<file path="src/hdl/tchd_pkg.sv">
// Shared types and constants of the full-rate traffic burst demapper.
package tchd_pkg;

  localparam int TAG_BITS_DEF   = 16;
  localparam int FN_BITS        = 22;
  localparam int TS_BITS        = 3;
  localparam int SLOT_BITS      = 2;
  localparam int GRP_LEN        = 4;
  localparam int M_BITS         = 5;
  localparam int REM_BITS       = 6;
  localparam int MF_LEN         = 26;
  localparam int SACCH_FN_EVEN  = 12;
  localparam int SACCH_FN_ODD   = 25;
  localparam int TRAFFIC_SPLIT  = 13;

  // fn / 26 as (fn * RECIP) >> RECIP_SHIFT, low by at most one
  localparam int RECIP_BITS     = 23;
  localparam int RECIP_SHIFT    = 27;
  localparam logic [RECIP_BITS-1:0] RECIP = RECIP_BITS'((64'd1 << RECIP_SHIFT) / MF_LEN);
  localparam int Q_BITS         = FN_BITS + RECIP_BITS - RECIP_SHIFT;

  localparam int QUEUE_DEPTH    = 4;

  localparam int CFG_DATA_BITS  = 32;
  localparam int CFG_ADDR_BITS  = 3;
  localparam int REG_IDX_BITS   = CFG_ADDR_BITS - 2;
  localparam logic [REG_IDX_BITS-1:0] REG_TIMESLOT = '0;

  typedef struct packed {
    logic                 sacch;
    logic [SLOT_BITS-1:0] slot;
    logic                 steal;
    logic [FN_BITS-1:0]   fn;
  } tchd_entry_t;

  localparam int ENTRY_BITS = 1 + SLOT_BITS + 1 + FN_BITS;

  typedef struct packed {
    logic busy;
    logic pop;
    logic rel;
  } tchd_back_st_t;

endpackage

</file>
<file path="src/hdl/tchd_ifs.sv">
// Burst input and result channel interfaces.
interface tchd_in_if #(parameter int TAG_BITS = tchd_pkg::TAG_BITS_DEF) ();
  import tchd_pkg::*;
  logic                valid;
  logic                ready;
  logic [FN_BITS-1:0]  tdma_fn;
  logic [TS_BITS-1:0]  burst_timeslot;
  logic                steal_bit_left;
  logic                steal_bit_right;
  logic [TAG_BITS-1:0] burst_tag;

  modport source (output valid, tdma_fn, burst_timeslot, steal_bit_left,
                  steal_bit_right, burst_tag, input ready);
  modport sink (input valid, tdma_fn, burst_timeslot, steal_bit_left,
                steal_bit_right, burst_tag, output ready);
endinterface

interface tchd_out_if #(parameter int TAG_BITS = tchd_pkg::TAG_BITS_DEF) ();
  logic                valid;
  logic                ready;
  logic [TAG_BITS-1:0] out_tag;
  logic                to_control;
  logic                from_sacch;
  logic                last;

  modport source (output valid, out_tag, to_control, from_sacch, last, input ready);
  modport sink (input valid, out_tag, to_control, from_sacch, last, output ready);
endinterface

</file>
<file path="src/hdl/tchd_front.sv">
// Front end: burst capture, frame number mod 26 and slot classification.
module tchd_front #(
  parameter int TAG_BITS = tchd_pkg::TAG_BITS_DEF
) (
  input  logic                         clk,
  input  logic                         rst_n,
  input  logic [tchd_pkg::TS_BITS-1:0] timeslot,
  tchd_in_if.sink                      in_ch,
  input  logic                         q_full,
  output logic                         q_push,
  output tchd_pkg::tchd_entry_t        q_entry,
  output logic [TAG_BITS-1:0]          q_tag
);
  import tchd_pkg::*;

  logic                          s1_v_r;
  logic                          s1_keep_r;
  logic                          s1_steal_r;
  logic [FN_BITS-1:0]            s1_fn_r;
  logic [TAG_BITS-1:0]           s1_tag_r;
  logic [Q_BITS-1:0]             s1_q_r;
  logic [FN_BITS+RECIP_BITS-1:0] prod;
  logic [FN_BITS:0]              q26;
  logic [FN_BITS:0]              diff;
  logic [REM_BITS-1:0]           r0;
  logic                          ge;
  logic [M_BITS-1:0]             m;
  logic [M_BITS-1:0]             mt;
  logic [M_BITS-1:0]             f;
  logic [SLOT_BITS-1:0]          q_lo;
  logic                          sacch_hit;
  logic                          keep;
  logic                          s1_go;

  assign prod = (FN_BITS+RECIP_BITS)'(in_ch.tdma_fn) * (FN_BITS+RECIP_BITS)'(RECIP);

  assign q26  = (FN_BITS+1)'(s1_q_r) * (FN_BITS+1)'(MF_LEN);
  assign diff = {1'b0, s1_fn_r} - q26;
  assign r0   = diff[REM_BITS-1:0];
  assign ge   = r0 >= REM_BITS'(MF_LEN);
  assign m    = ge ? M_BITS'(r0 - REM_BITS'(MF_LEN)) : M_BITS'(r0);
  assign q_lo = s1_q_r[SLOT_BITS-1:0] + SLOT_BITS'(ge);
  assign mt   = m - M_BITS'(TRAFFIC_SPLIT);
  assign f    = timeslot[0] ? M_BITS'(SACCH_FN_ODD) : M_BITS'(SACCH_FN_EVEN);

  assign sacch_hit = (m == M_BITS'(SACCH_FN_EVEN)) || (m == M_BITS'(SACCH_FN_ODD));
  assign keep      = s1_keep_r && (!sacch_hit || (m == f));

  assign s1_go       = !s1_v_r || !keep || !q_full;
  assign in_ch.ready = s1_go;
  assign q_push      = s1_v_r && keep && !q_full;

  always_comb begin
    q_entry.sacch = sacch_hit;
    q_entry.steal = s1_steal_r;
    q_entry.fn    = s1_fn_r;
    if (sacch_hit) begin
      q_entry.slot = q_lo - timeslot[TS_BITS-1:1];
    end else if (m < M_BITS'(TRAFFIC_SPLIT)) begin
      q_entry.slot = m[SLOT_BITS-1:0];
    end else begin
      q_entry.slot = mt[SLOT_BITS-1:0];
    end
  end

  assign q_tag = s1_tag_r;

  always_ff @(posedge clk) begin
    if (!rst_n) begin
      s1_v_r <= 1'b0;
    end else if (s1_go) begin
      s1_v_r <= in_ch.valid;
    end
  end

  always_ff @(posedge clk) begin
    if (s1_go && in_ch.valid) begin
      s1_keep_r  <= in_ch.burst_timeslot == timeslot;
      s1_steal_r <= in_ch.steal_bit_left && in_ch.steal_bit_right;
      s1_fn_r    <= in_ch.tdma_fn;
      s1_tag_r   <= in_ch.burst_tag;
      s1_q_r     <= prod[FN_BITS+RECIP_BITS-1:RECIP_SHIFT];
    end
  end

endmodule

</file>
<file path="src/hdl/tchd_fifo.sv">
// Short queue between the front and back ends.
module tchd_fifo #(
  parameter int WIDTH = tchd_pkg::ENTRY_BITS,
  parameter int DEPTH = tchd_pkg::QUEUE_DEPTH
) (
  input  logic                       clk,
  input  logic                       rst_n,
  input  logic                       push,
  input  logic [WIDTH-1:0]           wr_data,
  input  logic                       pop,
  output logic [WIDTH-1:0]           rd_data,
  output logic                       empty,
  output logic                       full,
  output logic [$clog2(DEPTH+1)-1:0] count
);
  localparam int PTR_BITS = $clog2(DEPTH);
  localparam int CNT_BITS = $clog2(DEPTH+1);

  logic [WIDTH-1:0]    mem_r [DEPTH];
  logic [PTR_BITS-1:0] wr_ptr_r;
  logic [PTR_BITS-1:0] rd_ptr_r;
  logic [CNT_BITS-1:0] count_r;
  logic                do_push;
  logic                do_pop;

  assign empty   = count_r == '0;
  assign full    = count_r == CNT_BITS'(DEPTH);
  assign count   = count_r;
  assign rd_data = mem_r[rd_ptr_r];
  assign do_push = push && !full;
  assign do_pop  = pop && !empty;

  always_ff @(posedge clk) begin
    if (!rst_n) begin
      wr_ptr_r <= '0;
      rd_ptr_r <= '0;
      count_r  <= '0;
    end else begin
      if (do_push) begin
        wr_ptr_r <= (wr_ptr_r == PTR_BITS'(DEPTH-1)) ? '0 : wr_ptr_r + 1'b1;
      end
      if (do_pop) begin
        rd_ptr_r <= (rd_ptr_r == PTR_BITS'(DEPTH-1)) ? '0 : rd_ptr_r + 1'b1;
      end
      if (do_push && !do_pop) begin
        count_r <= count_r + 1'b1;
      end else if (do_pop && !do_push) begin
        count_r <= count_r - 1'b1;
      end
    end
  end

  always_ff @(posedge clk) begin
    if (do_push) begin
      mem_r[wr_ptr_r] <= wr_data;
    end
  end

endmodule

</file>
<file path="src/hdl/tchd_back.sv">
// Back end: group stores, release check and result sequencing.
module tchd_back #(
  parameter int TAG_BITS = tchd_pkg::TAG_BITS_DEF
) (
  input  logic                  clk,
  input  logic                  rst_n,
  input  logic                  q_valid,
  input  tchd_pkg::tchd_entry_t q_entry,
  input  logic [TAG_BITS-1:0]   q_tag,
  output logic                  q_pop,
  tchd_out_if.source            out_ch,
  output tchd_pkg::tchd_back_st_t st
);
  import tchd_pkg::*;

  logic [FN_BITS-1:0]   tfrm_r [GRP_LEN];
  logic [FN_BITS-1:0]   sfrm_r [GRP_LEN];
  logic [TAG_BITS-1:0]  ttag_r [GRP_LEN];
  logic [TAG_BITS-1:0]  stag_r [GRP_LEN];
  logic                 stolen_r;
  logic                 busy_r;
  logic [SLOT_BITS-1:0] cnt_r;
  logic                 grp_sacch_r;
  logic                 grp_ctl_r;
  logic                 out_valid_r;
  logic [TAG_BITS-1:0]  out_tag_r;
  logic                 out_ctl_r;
  logic                 out_sacch_r;
  logic                 out_last_r;

  logic [FN_BITS-1:0]   frm [GRP_LEN];
  logic [FN_BITS:0]     step;
  logic                 chain_ok;
  logic                 out_load;
  logic                 done_now;
  logic                 rel;

  assign out_load = busy_r && (!out_valid_r || out_ch.ready);
  assign done_now = out_load && (cnt_r == SLOT_BITS'(GRP_LEN-1));
  assign q_pop    = q_valid && (!busy_r || done_now);

  assign step = q_entry.sacch ? (FN_BITS+1)'(MF_LEN) : (FN_BITS+1)'(1);

  always_comb begin
    for (int j = 0; j < GRP_LEN-1; j++) begin
      frm[j] = q_entry.sacch ? sfrm_r[j] : tfrm_r[j];
    end
    frm[GRP_LEN-1] = q_entry.fn;
    chain_ok = 1'b1;
    for (int j = 1; j < GRP_LEN; j++) begin
      if ({1'b0, frm[j]} != {1'b0, frm[j-1]} + step) begin
        chain_ok = 1'b0;
      end
    end
  end

  assign rel = q_pop && (q_entry.slot == SLOT_BITS'(GRP_LEN-1)) && chain_ok;

  assign st.busy = busy_r;
  assign st.pop  = q_pop;
  assign st.rel  = rel;

  always_ff @(posedge clk) begin
    if (!rst_n) begin
      busy_r      <= 1'b0;
      cnt_r       <= '0;
      stolen_r    <= 1'b0;
      out_valid_r <= 1'b0;
      grp_sacch_r <= 1'b0;
      grp_ctl_r   <= 1'b0;
      for (int j = 0; j < GRP_LEN; j++) begin
        tfrm_r[j] <= '0;
        sfrm_r[j] <= '0;
      end
    end else begin
      if (rel) begin
        busy_r      <= 1'b1;
        cnt_r       <= '0;
        grp_sacch_r <= q_entry.sacch;
        grp_ctl_r   <= q_entry.sacch || stolen_r || q_entry.steal;
      end else begin
        if (done_now) begin
          busy_r <= 1'b0;
        end
        if (out_load) begin
          cnt_r <= cnt_r + 1'b1;
        end
      end
      if (q_pop) begin
        if (q_entry.sacch) begin
          sfrm_r[q_entry.slot] <= q_entry.fn;
        end else begin
          tfrm_r[q_entry.slot] <= q_entry.fn;
          stolen_r <= rel ? 1'b0 : (stolen_r || q_entry.steal);
        end
      end
      if (out_load) begin
        out_valid_r <= 1'b1;
      end else if (out_ch.ready) begin
        out_valid_r <= 1'b0;
      end
    end
  end

  always_ff @(posedge clk) begin
    if (q_pop) begin
      if (q_entry.sacch) begin
        stag_r[q_entry.slot] <= q_tag;
      end else begin
        ttag_r[q_entry.slot] <= q_tag;
      end
    end
    if (out_load) begin
      out_tag_r   <= grp_sacch_r ? stag_r[cnt_r] : ttag_r[cnt_r];
      out_ctl_r   <= grp_ctl_r;
      out_sacch_r <= grp_sacch_r;
      out_last_r  <= cnt_r == SLOT_BITS'(GRP_LEN-1);
    end
  end

  assign out_ch.valid      = out_valid_r;
  assign out_ch.out_tag    = out_tag_r;
  assign out_ch.to_control = out_ctl_r;
  assign out_ch.from_sacch = out_sacch_r;
  assign out_ch.last       = out_last_r;

endmodule

</file>
<file path="src/hdl/tch_full_rate_burst_demapper_unit.sv">
// Top level of the full-rate traffic and SACCH burst demapper.
// A taken burst passes the front-end register and the queue; a released group leaves through the output register.
// Throughput: one burst per cycle while the queue has room. A released group holds the
// back end while its four results leave the output register, one per unstalled cycle.
// Reset: synchronous active-low; clears queue, frame stores, stolen flag and timeslot.
// Tag stores are not cleared.
module tch_full_rate_burst_demapper_unit #(
  parameter int TAG_BITS = tchd_pkg::TAG_BITS_DEF
) (
  input  logic                               clk,
  input  logic                               rst_n,
  tchd_in_if.sink                            in_ch,
  tchd_out_if.source                         out_ch,
  input  logic                               psel,
  input  logic                               penable,
  input  logic                               pwrite,
  input  logic [tchd_pkg::CFG_ADDR_BITS-1:0] paddr,
  input  logic [tchd_pkg::CFG_DATA_BITS-1:0] pwdata,
  output logic [tchd_pkg::CFG_DATA_BITS-1:0] prdata,
  output logic                               pready
);
  import tchd_pkg::*;

  localparam int ENTRY_W = ENTRY_BITS + TAG_BITS;

  logic [TS_BITS-1:0]               timeslot_r;
  logic [REG_IDX_BITS-1:0]          reg_idx;
  logic                             q_push;
  logic                             q_pop;
  logic                             q_full;
  logic                             q_empty;
  logic [$clog2(QUEUE_DEPTH+1)-1:0] q_count;
  tchd_entry_t                      push_entry;
  tchd_entry_t                      pop_entry;
  logic [TAG_BITS-1:0]              push_tag;
  logic [TAG_BITS-1:0]              pop_tag;
  logic [ENTRY_W-1:0]               rd_word;
  tchd_back_st_t                    st;

  assign pready  = 1'b1;
  assign reg_idx = paddr[CFG_ADDR_BITS-1:2];

  always_ff @(posedge clk) begin
    if (!rst_n) begin
      timeslot_r <= '0;
    end else if (psel && penable && pwrite && pready && reg_idx == REG_TIMESLOT) begin
      timeslot_r <= pwdata[TS_BITS-1:0];
    end
  end

  assign prdata = (reg_idx == REG_TIMESLOT) ? CFG_DATA_BITS'(timeslot_r) : '0;

  tchd_front #(.TAG_BITS(TAG_BITS)) u_front (
    .clk      (clk),
    .rst_n    (rst_n),
    .timeslot (timeslot_r),
    .in_ch    (in_ch),
    .q_full   (q_full),
    .q_push   (q_push),
    .q_entry  (push_entry),
    .q_tag    (push_tag)
  );

  tchd_fifo #(.WIDTH(ENTRY_W), .DEPTH(QUEUE_DEPTH)) u_fifo (
    .clk     (clk),
    .rst_n   (rst_n),
    .push    (q_push),
    .wr_data ({push_entry, push_tag}),
    .pop     (q_pop),
    .rd_data (rd_word),
    .empty   (q_empty),
    .full    (q_full),
    .count   (q_count)
  );

  assign pop_entry = rd_word[ENTRY_W-1:TAG_BITS];
  assign pop_tag   = rd_word[TAG_BITS-1:0];

  tchd_back #(.TAG_BITS(TAG_BITS)) u_back (
    .clk     (clk),
    .rst_n   (rst_n),
    .q_valid (!q_empty),
    .q_entry (pop_entry),
    .q_tag   (pop_tag),
    .q_pop   (q_pop),
    .out_ch  (out_ch),
    .st      (st)
  );

`ifndef SYNTHESIS
  a_no_push_full: assert property (@(posedge clk) disable iff (!rst_n)
    q_push |-> !q_full)
    else $error("queue written while full");

  a_count_bound: assert property (@(posedge clk) disable iff (!rst_n)
    q_count <= ($clog2(QUEUE_DEPTH+1))'(QUEUE_DEPTH))
    else $error("queue count out of range");

  a_pop_nonempty: assert property (@(posedge clk) disable iff (!rst_n)
    st.pop |-> !q_empty)
    else $error("queue read while empty");

  a_rel_busy: assert property (@(posedge clk) disable iff (!rst_n)
    st.rel |=> st.busy)
    else $error("released group not sequenced");

  a_idle_quiet: assert property (@(posedge clk) disable iff (!rst_n)
    (!st.busy && out_ch.ready) |=> !out_ch.valid)
    else $error("result transaction without a released group");
`endif

endmodule
</file>
<file path="src/flat_wrapper.sv">
// flat-port wrapper written by rule: the top's interface ports become plain ports
module tch_full_rate_burst_demapper_unit_flat import tchd_pkg::*;
#(
  parameter int TAG_BITS = tchd_pkg::TAG_BITS_DEF
)
  (clk, rst_n, psel, penable, pwrite, paddr, pwdata, prdata, pready, in_ch_valid, in_ch_tdma_fn, in_ch_burst_timeslot, in_ch_steal_bit_left, in_ch_steal_bit_right, in_ch_burst_tag, in_ch_ready, out_ch_valid, out_ch_out_tag, out_ch_to_control, out_ch_from_sacch, out_ch_last, out_ch_ready);
  tchd_in_if #(.TAG_BITS(TAG_BITS)) in_ch_i ();
  tchd_out_if #(.TAG_BITS(TAG_BITS)) out_ch_i ();
  input  logic clk;
  input  logic rst_n;
  input  logic psel;
  input  logic penable;
  input  logic pwrite;
  input  logic [tchd_pkg::CFG_ADDR_BITS-1:0] paddr;
  input  logic [tchd_pkg::CFG_DATA_BITS-1:0] pwdata;
  output logic [tchd_pkg::CFG_DATA_BITS-1:0] prdata;
  output logic pready;
  input wire logic [$bits(in_ch_i.valid)-1:0] in_ch_valid;
  input wire logic [$bits(in_ch_i.tdma_fn)-1:0] in_ch_tdma_fn;
  input wire logic [$bits(in_ch_i.burst_timeslot)-1:0] in_ch_burst_timeslot;
  input wire logic [$bits(in_ch_i.steal_bit_left)-1:0] in_ch_steal_bit_left;
  input wire logic [$bits(in_ch_i.steal_bit_right)-1:0] in_ch_steal_bit_right;
  input wire logic [$bits(in_ch_i.burst_tag)-1:0] in_ch_burst_tag;
  output wire logic [$bits(in_ch_i.ready)-1:0] in_ch_ready;
  output wire logic [$bits(out_ch_i.valid)-1:0] out_ch_valid;
  output wire logic [$bits(out_ch_i.out_tag)-1:0] out_ch_out_tag;
  output wire logic [$bits(out_ch_i.to_control)-1:0] out_ch_to_control;
  output wire logic [$bits(out_ch_i.from_sacch)-1:0] out_ch_from_sacch;
  output wire logic [$bits(out_ch_i.last)-1:0] out_ch_last;
  input wire logic [$bits(out_ch_i.ready)-1:0] out_ch_ready;
  assign in_ch_i.valid = in_ch_valid;
  assign in_ch_i.tdma_fn = in_ch_tdma_fn;
  assign in_ch_i.burst_timeslot = in_ch_burst_timeslot;
  assign in_ch_i.steal_bit_left = in_ch_steal_bit_left;
  assign in_ch_i.steal_bit_right = in_ch_steal_bit_right;
  assign in_ch_i.burst_tag = in_ch_burst_tag;
  assign in_ch_ready = in_ch_i.ready;
  assign out_ch_valid = out_ch_i.valid;
  assign out_ch_out_tag = out_ch_i.out_tag;
  assign out_ch_to_control = out_ch_i.to_control;
  assign out_ch_from_sacch = out_ch_i.from_sacch;
  assign out_ch_last = out_ch_i.last;
  assign out_ch_i.ready = out_ch_ready;
  tch_full_rate_burst_demapper_unit #(.TAG_BITS(TAG_BITS)) u_core (.clk(clk), .rst_n(rst_n), .in_ch(in_ch_i), .out_ch(out_ch_i), .psel(psel), .penable(penable), .pwrite(pwrite), .paddr(paddr), .pwdata(pwdata), .prdata(prdata), .pready(pready));
endmodule
</file>
<file path="config.mk">
export PLATFORM = sky130hd
export DESIGN_NAME = tch_full_rate_burst_demapper_unit_flat
export DESIGN_NICKNAME = d
export VERILOG_FILES = /design/src/hdl/tchd_pkg.sv /design/src/hdl/tchd_ifs.sv /design/src/hdl/tchd_front.sv /design/src/hdl/tchd_fifo.sv /design/src/hdl/tchd_back.sv /design/src/hdl/tch_full_rate_burst_demapper_unit.sv /design/src/flat_wrapper.sv
export SDC_FILE = /design/constraint.sdc
export NUM_CORES = 1
export LEC_CHECK = 0
export ABC_AREA = 1
export BUFFER_PORTS_ARGS = -buffer_cell sky130_fd_sc_hd__buf_2
export CAP_MARGIN = 20
export CORE_MARGIN = 4
export CORE_UTILIZATION = 63
export DETAILED_ROUTE_END_ITERATION = 7
export PLACE_DENSITY = 0.87
export RECOVER_POWER = 100
export SLEW_MARGIN = 25
export SYNTH_ARGS = -nofsm -noshare
export SYNTH_HDL_FRONTEND = slang
export SYNTH_SLANG_ARGS = --single-unit
</file>
<file path="constraint.sdc">
create_clock -name clk -period 7.1 [get_ports clk]
set_input_delay 0.355 -clock clk [delete_from_list [all_inputs] [get_ports clk]]
set_output_delay 0.355 -clock clk [all_outputs]
set_load 0.01 [all_outputs]
</file>
# Word-level counts from Yosys, hierarchy flattened
# Memory sizes are Yosys's and may differ from the RTL's. A register that Yosys moved wholly into a read port is not among the register bits.
# Cells that the tools add are included.
[totals] word_cells=147 ram_bits=472 mem_count=5 output_inout_bits=54 inputBits=85 regBits=95
[mem_list] memory="u_core.u_fifo.mem_r" depth=4 word_bits=42 read_ports=1 rd_ports_with_merged_regs=1 wr=1 line="tchd_fifo.sv:19" source="logic [WIDTH-1:0] mem_r [DEPTH];"
[mem_list] memory="u_core.u_back.sfrm_r" depth=4 word_bits=22 read_ports=3 rd_ports_with_merged_regs=0 wr=4 line="tchd_back.sv:17" source="logic [FN_BITS-1:0] sfrm_r [GRP_LEN];"
[mem_list] memory="u_core.u_back.tfrm_r" depth=4 word_bits=22 read_ports=3 rd_ports_with_merged_regs=0 wr=4 line="tchd_back.sv:16" source="logic [FN_BITS-1:0] tfrm_r [GRP_LEN];"
[mem_list] memory="u_core.u_back.stag_r" depth=4 word_bits=16 read_ports=1 rd_ports_with_merged_regs=1 wr=1 line="tchd_back.sv:19" source="logic [TAG_BITS-1:0] stag_r [GRP_LEN];"
[mem_list] memory="u_core.u_back.ttag_r" depth=4 word_bits=16 read_ports=1 rd_ports_with_merged_regs=1 wr=1 line="tchd_back.sv:18" source="logic [TAG_BITS-1:0] ttag_r [GRP_LEN];"
[classes] addsub=13 n_lt_le_gt_ge=2 muxes=47 n_bitwise=3 reduce_logical=43 multipliers=2 eq_ne=12
[ops] op="$mux 22" count=5
[ops] op="$add 22x5->23" count=3
[ops] op="$ne 22x23->1" count=3
[ops] op="$reduce_or 22->1" count=2
[ops] op="$mul 22x21->43 const B" count=1
[ops] op="$mux 2" count=12
[ops] op="$mux 1" count=23
[ops] op="$mul 18x4->5 const B" count=1
[ops] op="$logic_and 1x1->1" count=17
[ops] op="$mux 16" count=1
[ops] op="$mux 5" count=3
[ops] op="$logic_not 1->1" count=9
[ops] op="$logic_or 1x1->1" count=9
[ops] op="$mux 3" count=3
[ops] op="$eq 2x2->1 const B" count=4
[ops] op="$add 2x1->2 const B" count=3
[ops] op="$ge 6x5->1 const B" count=1
[ops] op="$reduce_bool 2->1" count=3
[ops] op="$sub 6x6->6" count=1
[ops] op="$eq 5x4->1 const B" count=1
[ops] op="$eq 5x5->1" count=1
[ops] op="$eq 5x5->1 const B" count=1
[ops] op="$lt 5x4->1 const B" count=1
[ops] op="$sub 5x5->5 const B" count=1
[ops] op="other kinds (11)" count=13

# Logic depth before layout (Yosys ltp)
[logic_depth] depth_word=16 mapped_depth=30 ltp_nobuf=27

# Cells and area by module
# Synthesis repeated with hierarchy kept, for this count alone.
[unflattened] hier_cells=3199 area_unflattened_um2=31172.4
[modules_own_cells] module="tchd_back" instances=1 cells_each=1828 seq_area_each_um2=8558.2 area_per_inst_um2=15682.5
[modules_own_cells] module="tchd_front" instances=1 cells_each=829 seq_area_each_um2=1371.3 area_per_inst_um2=8348.0
[modules_own_cells] module="tchd_fifo" instances=1 cells_each=478 seq_area_each_um2=5225.0 area_per_inst_um2=6716.4
[modules_own_cells] module="tch_full_rate_burst_demapper_unit" instances=1 cells_each=64 seq_area_each_um2=60.1 area_per_inst_um2=425.4

# Worst setup path before layout
# No wires, ideal clock.
[synth_path] path_type="input -> register" start="input in_ch_tdma_fn[12]" end="register u_core.u_front.s1_q_r[3] (data pin)" setup_ps=257 slack_ps=1549 arrival_time_ps=5294 cell_stages=25 required_ps=6843 n_path_buf=0 cell_sequence="inv_1 -> fa_1 -> inv_1 -> ha_1 -> inv_1 -> fa_1 -> inv_1 -> fa_1 -> fa_1 -> fa_1 -> inv_1 -> fa_1 -> inv_1 -> ha_1 -> nand2_1 -> nor2_1 -> inv_1 -> o21ai_0 -> a211oi_1 -> o21ai_0 -> a21oi_1 -> nor2_1 -> o21ai_0 -> nand2_1 -> xor2_1"
[synth_via] elab_chain_len=1
[synth_rtl] element="from (decl)" line="flat_wrapper.sv:19" source="input wire logic [$bits(in_ch_i.tdma_fn)-1:0] in_ch_tdma_fn;"
[synth_rtl] element="$mul 22x21->43" line="tchd_front.sv:35" source="assign prod = (FN_BITS+RECIP_BITS)'(in_ch.tdma_fn) * (FN_BITS+RECIP_BITS)'(RECIP);"
[synth_rtl] element="named net u_core.u_front.prod[30]" line="tchd_front.sv:22" source="logic [FN_BITS+RECIP_BITS-1:0] prod;"
[synth_rtl] element="to (signal assigned)" line="tchd_front.sv:82" source="s1_q_r <= prod[FN_BITS+RECIP_BITS-1:RECIP_SHIFT];"
[synth_rtl] element="to (decl)" line="tchd_front.sv:21" source="logic [Q_BITS-1:0] s1_q_r;"
# The timed path passes the listed nets, and every way through them passes these cells.
# A chain may end at the register's enable or synchronous reset.

==> flow_metrics.env <==
export IMPL_synth_cells=3194
export IMPL_fill_cells=3331
export IMPL_ys_top_cells_by_area="edfxtp_1 48%, fa_1 9.0%, nand2_1 7.9%"
export IMPL_via_per_inst=5.796
export IMPL_yosys_cell_count_top_type="nand2_1"
export IMPL_synth_edff_count=492
export IMPL_rsz0062_at_grt="no"
export IMPL_cts_sinks=514
export IMPL_numCtsBuffers=50
export IMPL_area_growth_syn_to_layout_pct=8.398
export IMPL_tritoncts="built"
export IMPL_root_buffer="clkbuf_16"
export IMPL_cp_data_arrival_time_ns=6.56
export IMPL_crit_fanout=24
export IMPL_min_period_ns=6.340
export IMPL_ioPinCount=139
export IMPL_avgSynthCellArea_sq_um=9.600
export IMPL_synthXorXnorAreaFrac=0.02301
export IMPL_antenna_left=0
export IMPL_drive_gt1_frac=0.04713
export IMPL_hold_viol=0
export IMPL_clkTransAtPathRegs_ns=0.07
export IMPL_wl_met2_um=36980
export IMPL_vias=22870
export IMPL_fp_row_count=80
export IMPL_overflow=0
export IMPL_violations="capacitance limit, slew limit"
export IMPL_die_w_um=228.6
export IMPL_muxShareOfSynthArea=0
export IMPL_coreArea_sq_um=47950
export IMPL_route_met3_wl_um=7202
export IMPL_grt_pass1_vias=22890
export IMPL_cp_start_kind="flip-flop"
export IMPL_finalWirelength_um=75390
export IMPL_first_pass_iters=8
export IMPL_synth_top_cell_area_share=0.4818
export IMPL_fin_nets=3678
export IMPL_initial_core_util=0.6395
export IMPL_fin_crit_sh=0.8929
export IMPL_grt_pass1_wl_um=118900
export IMPL_syn_area_sq_um=30660
export IMPL_cts_buffer_depth=3
export IMPL_wl_per_cell_um=19.10
export IMPL_path_class="flip-flop to flip-flop"
export IMPL_regArea_sq_um=15220
export IMPL_synth_warnings=0
export IMPL_synth_compound_area_share=0.05807
export IMPL_route_detailed_drc=0
export IMPL_h_tree_depth=2
export IMPL_die_y_um=228.6
export IMPL_die_area_sq_um=52260
export IMPL_worst_setup_path_end_kind="flip-flop"
export IMPL_ys_ff_latch=514
export IMPL_drt_iter0_drc=2390
export IMPL_timing_fmax_mhz=157.7
export IMPL_port_buffers=77
export IMPL_maxSlewViolCount=180
export IMPL_synth_top_area_cell="edfxtp_1"
export IMPL_max_slew_worst_pin_slew_ns=2.852
export IMPL_hp_class="input port to flip-flop"
export IMPL_antenna_found_initial=0
export IMPL_met1_length_um=27880
export IMPL_crit_required_ns=7.32
export IMPL_yosysSeqAreaShare=0.4962
export IMPL_clock_latency_ns=0.63
export IMPL_synth_common_cells="643 x nand2_1, 493 x inv_1, 492 x edfxtp_1"
export IMPL_finalSetupViolations=0
export IMPL_outcome="finished, violations left"
export IMPL_grtUsageTotal=0.2859
export IMPL_finClkSkew_ns=0.05568
export IMPL_setup_tns_ns=0
export IMPL_grt_max_degree=85
export IMPL_async_flop_share=0
export IMPL_diodes=0
export IMPL_gp_congestion=0.9633
export IMPL_yosysUniqueCellTypes=55
export IMPL_top_layer="met4"
export IMPL_synth_top_family_by_area="simple AND/OR/NAND/NOR gates"
export IMPL_synth_simple_area_share=0.1845
export IMPL_maxCapViolCount=3
export IMPL_min_path_cells=3
export IMPL_multi_input_comb_area_sq_um=13080
export IMPL_synth_ff_type="edfxtp_1"
export IMPL_slew_headroom=-0.9015
export IMPL_dpl_hpwl_um=51640
export IMPL_r2r_cells=17
export IMPL_synthAdderAreaFrac=0.1570
metrics by stage:
| stage | cells | utilization | area [sq um] | worst slack (ns) | hold slack, ns |
|---|---|---|---|---|---|
| after floorplan | 3222 | - | 30770 | 1.549 | 0.4086 |
| after global placement | 3835 | 0.6594 | 31620 | 0.9203 | 0.4381 |
| after detailed placement | 3835 | 0.6594 | 31620 | 0.7317 | 0.4430 |
| after CTS | 3946 | 0.6966 | 33400 | 1.354 | 0.01353 |
| after global routing | 3946 | 0.6932 | 33240 | 0.5288 | 0.06596 |
| final | 3946 | 0.6932 | 33240 | 0.7602 | 0.03676 |
cell usage in the layout, fill, tap and decap left out, types with 5 or more instances in the layout:
cell and instances:
nand3_1 169, clkbuf_2 5, nand4_1 38, edfxtp_1 492
buf_4 15, inv_1 491, clkbuf_16 50, a31oi_1 19
xor2_1 40, buf_2 28, xnor2_1 38, nand2_1 642
or2_2 5, conb_1 30, o21ai_1 18, fa_1 138
clkinv_2 11, dlygate4sd3_1 19, a21oi_1 56, nor2_1 454
nor3_1 17, nor2_2 9, clkbuf_1 75, nand3b_1 21
dfxtp_1 21, clkinv_1 10, o21ai_2 5, o22ai_1 33
ha_1 164, a32o_1 8, a32oi_1 11, o21ai_0 142
final cells by class:
class	count	share of cell area
inverter	497	0.05613
clock inverter	29	0.007642
multi-input combinational	2095	0.3934
sequential	514	0.4578
tap	615	0.02315
clock buffer	63	0.04032
timing repair buffer	133	0.02153
layer usage:
layer	vias to the layer above	GRT usage
li1	10590	-
met1	10780	0.3638
met2	1254	0.4866
met3	250	0.04761
met4	0	0.1259
met5	-	0
cells by family (layout without fill, tap and decap cells):
logic type	Yosys count	after routing
AOI/OAI and AO/OA	311	311
adders and majority gates	302	302
DFF	514	514
and+or+nand+nor	1373	1373
xor gates and xnor gates	79	79
buffers and inverters	613	722
other	2	30
worst max-delay path, stage by stage, from the launching register on:
cell and delay (ns):
edfxtp_1 0.50, ha_1 0.32, ha_1 0.30, ha_1 0.28, inv_1 0.04, ha_1 0.33, a21o_1 0.17, a31oi_1 0.20
xnor2_1 0.19, nand2_1 0.21, o21ai_0 0.45, nor2_1 0.09, nand2_1 0.09, o21ai_0 0.32, nand2_1 0.26, nand3_1 0.31
nor2_2 1.19, clkbuf_2 0.65
state kept, by name, indices dropped and copies added, names as in the netlist, 3 cells and up, named ones only:
| register | flops |
|---|---|
| u_core.u_fifo.mem_r | 168 |
| u_core.u_back.sfrm_r | 66 |
| u_core.u_back.tfrm_r | 66 |
| u_core.u_back.stag_r | 64 |
| u_core.u_back.ttag_r | 64 |
| u_core.u_front.s1_fn_r | 22 |
| u_core.u_back.out_ch.out_tag | 16 |
| u_core.u_front.q_tag | 16 |
| u_core.u_front.s1_q_r | 5 |
| u_core.timeslot_r | 3 |
| u_core.u_fifo.count | 3 |
worst paths after layout:
kind	start	to	slack, ns
worst min register to register	u_core.u_back.grp_ctl_r	u_core.u_back.out_ch.to_control	0.46
worst max register to register	u_core.u_front.s1_q_r[1]	u_core.u_fifo.mem_r[0][35]	0.76
worst max-delay path	u_core.u_front.s1_q_r[1]	u_core.u_fifo.mem_r[0][35]	0.76
worst min-delay path	pwdata[0]	u_core.timeslot_r[0]	0.04
repair_timing:
action / 4_1_cts / 5_1_grt
hold buffers: 19 / 0
hold endpoints to repair: 18 / 0
setup buffers: 0 / 0
gates resized for setup: 0 / 0
Power is left out: the tool's default activity adds up to more than one toggle a clock period on the data nets, which glitch-free logic cannot reach.
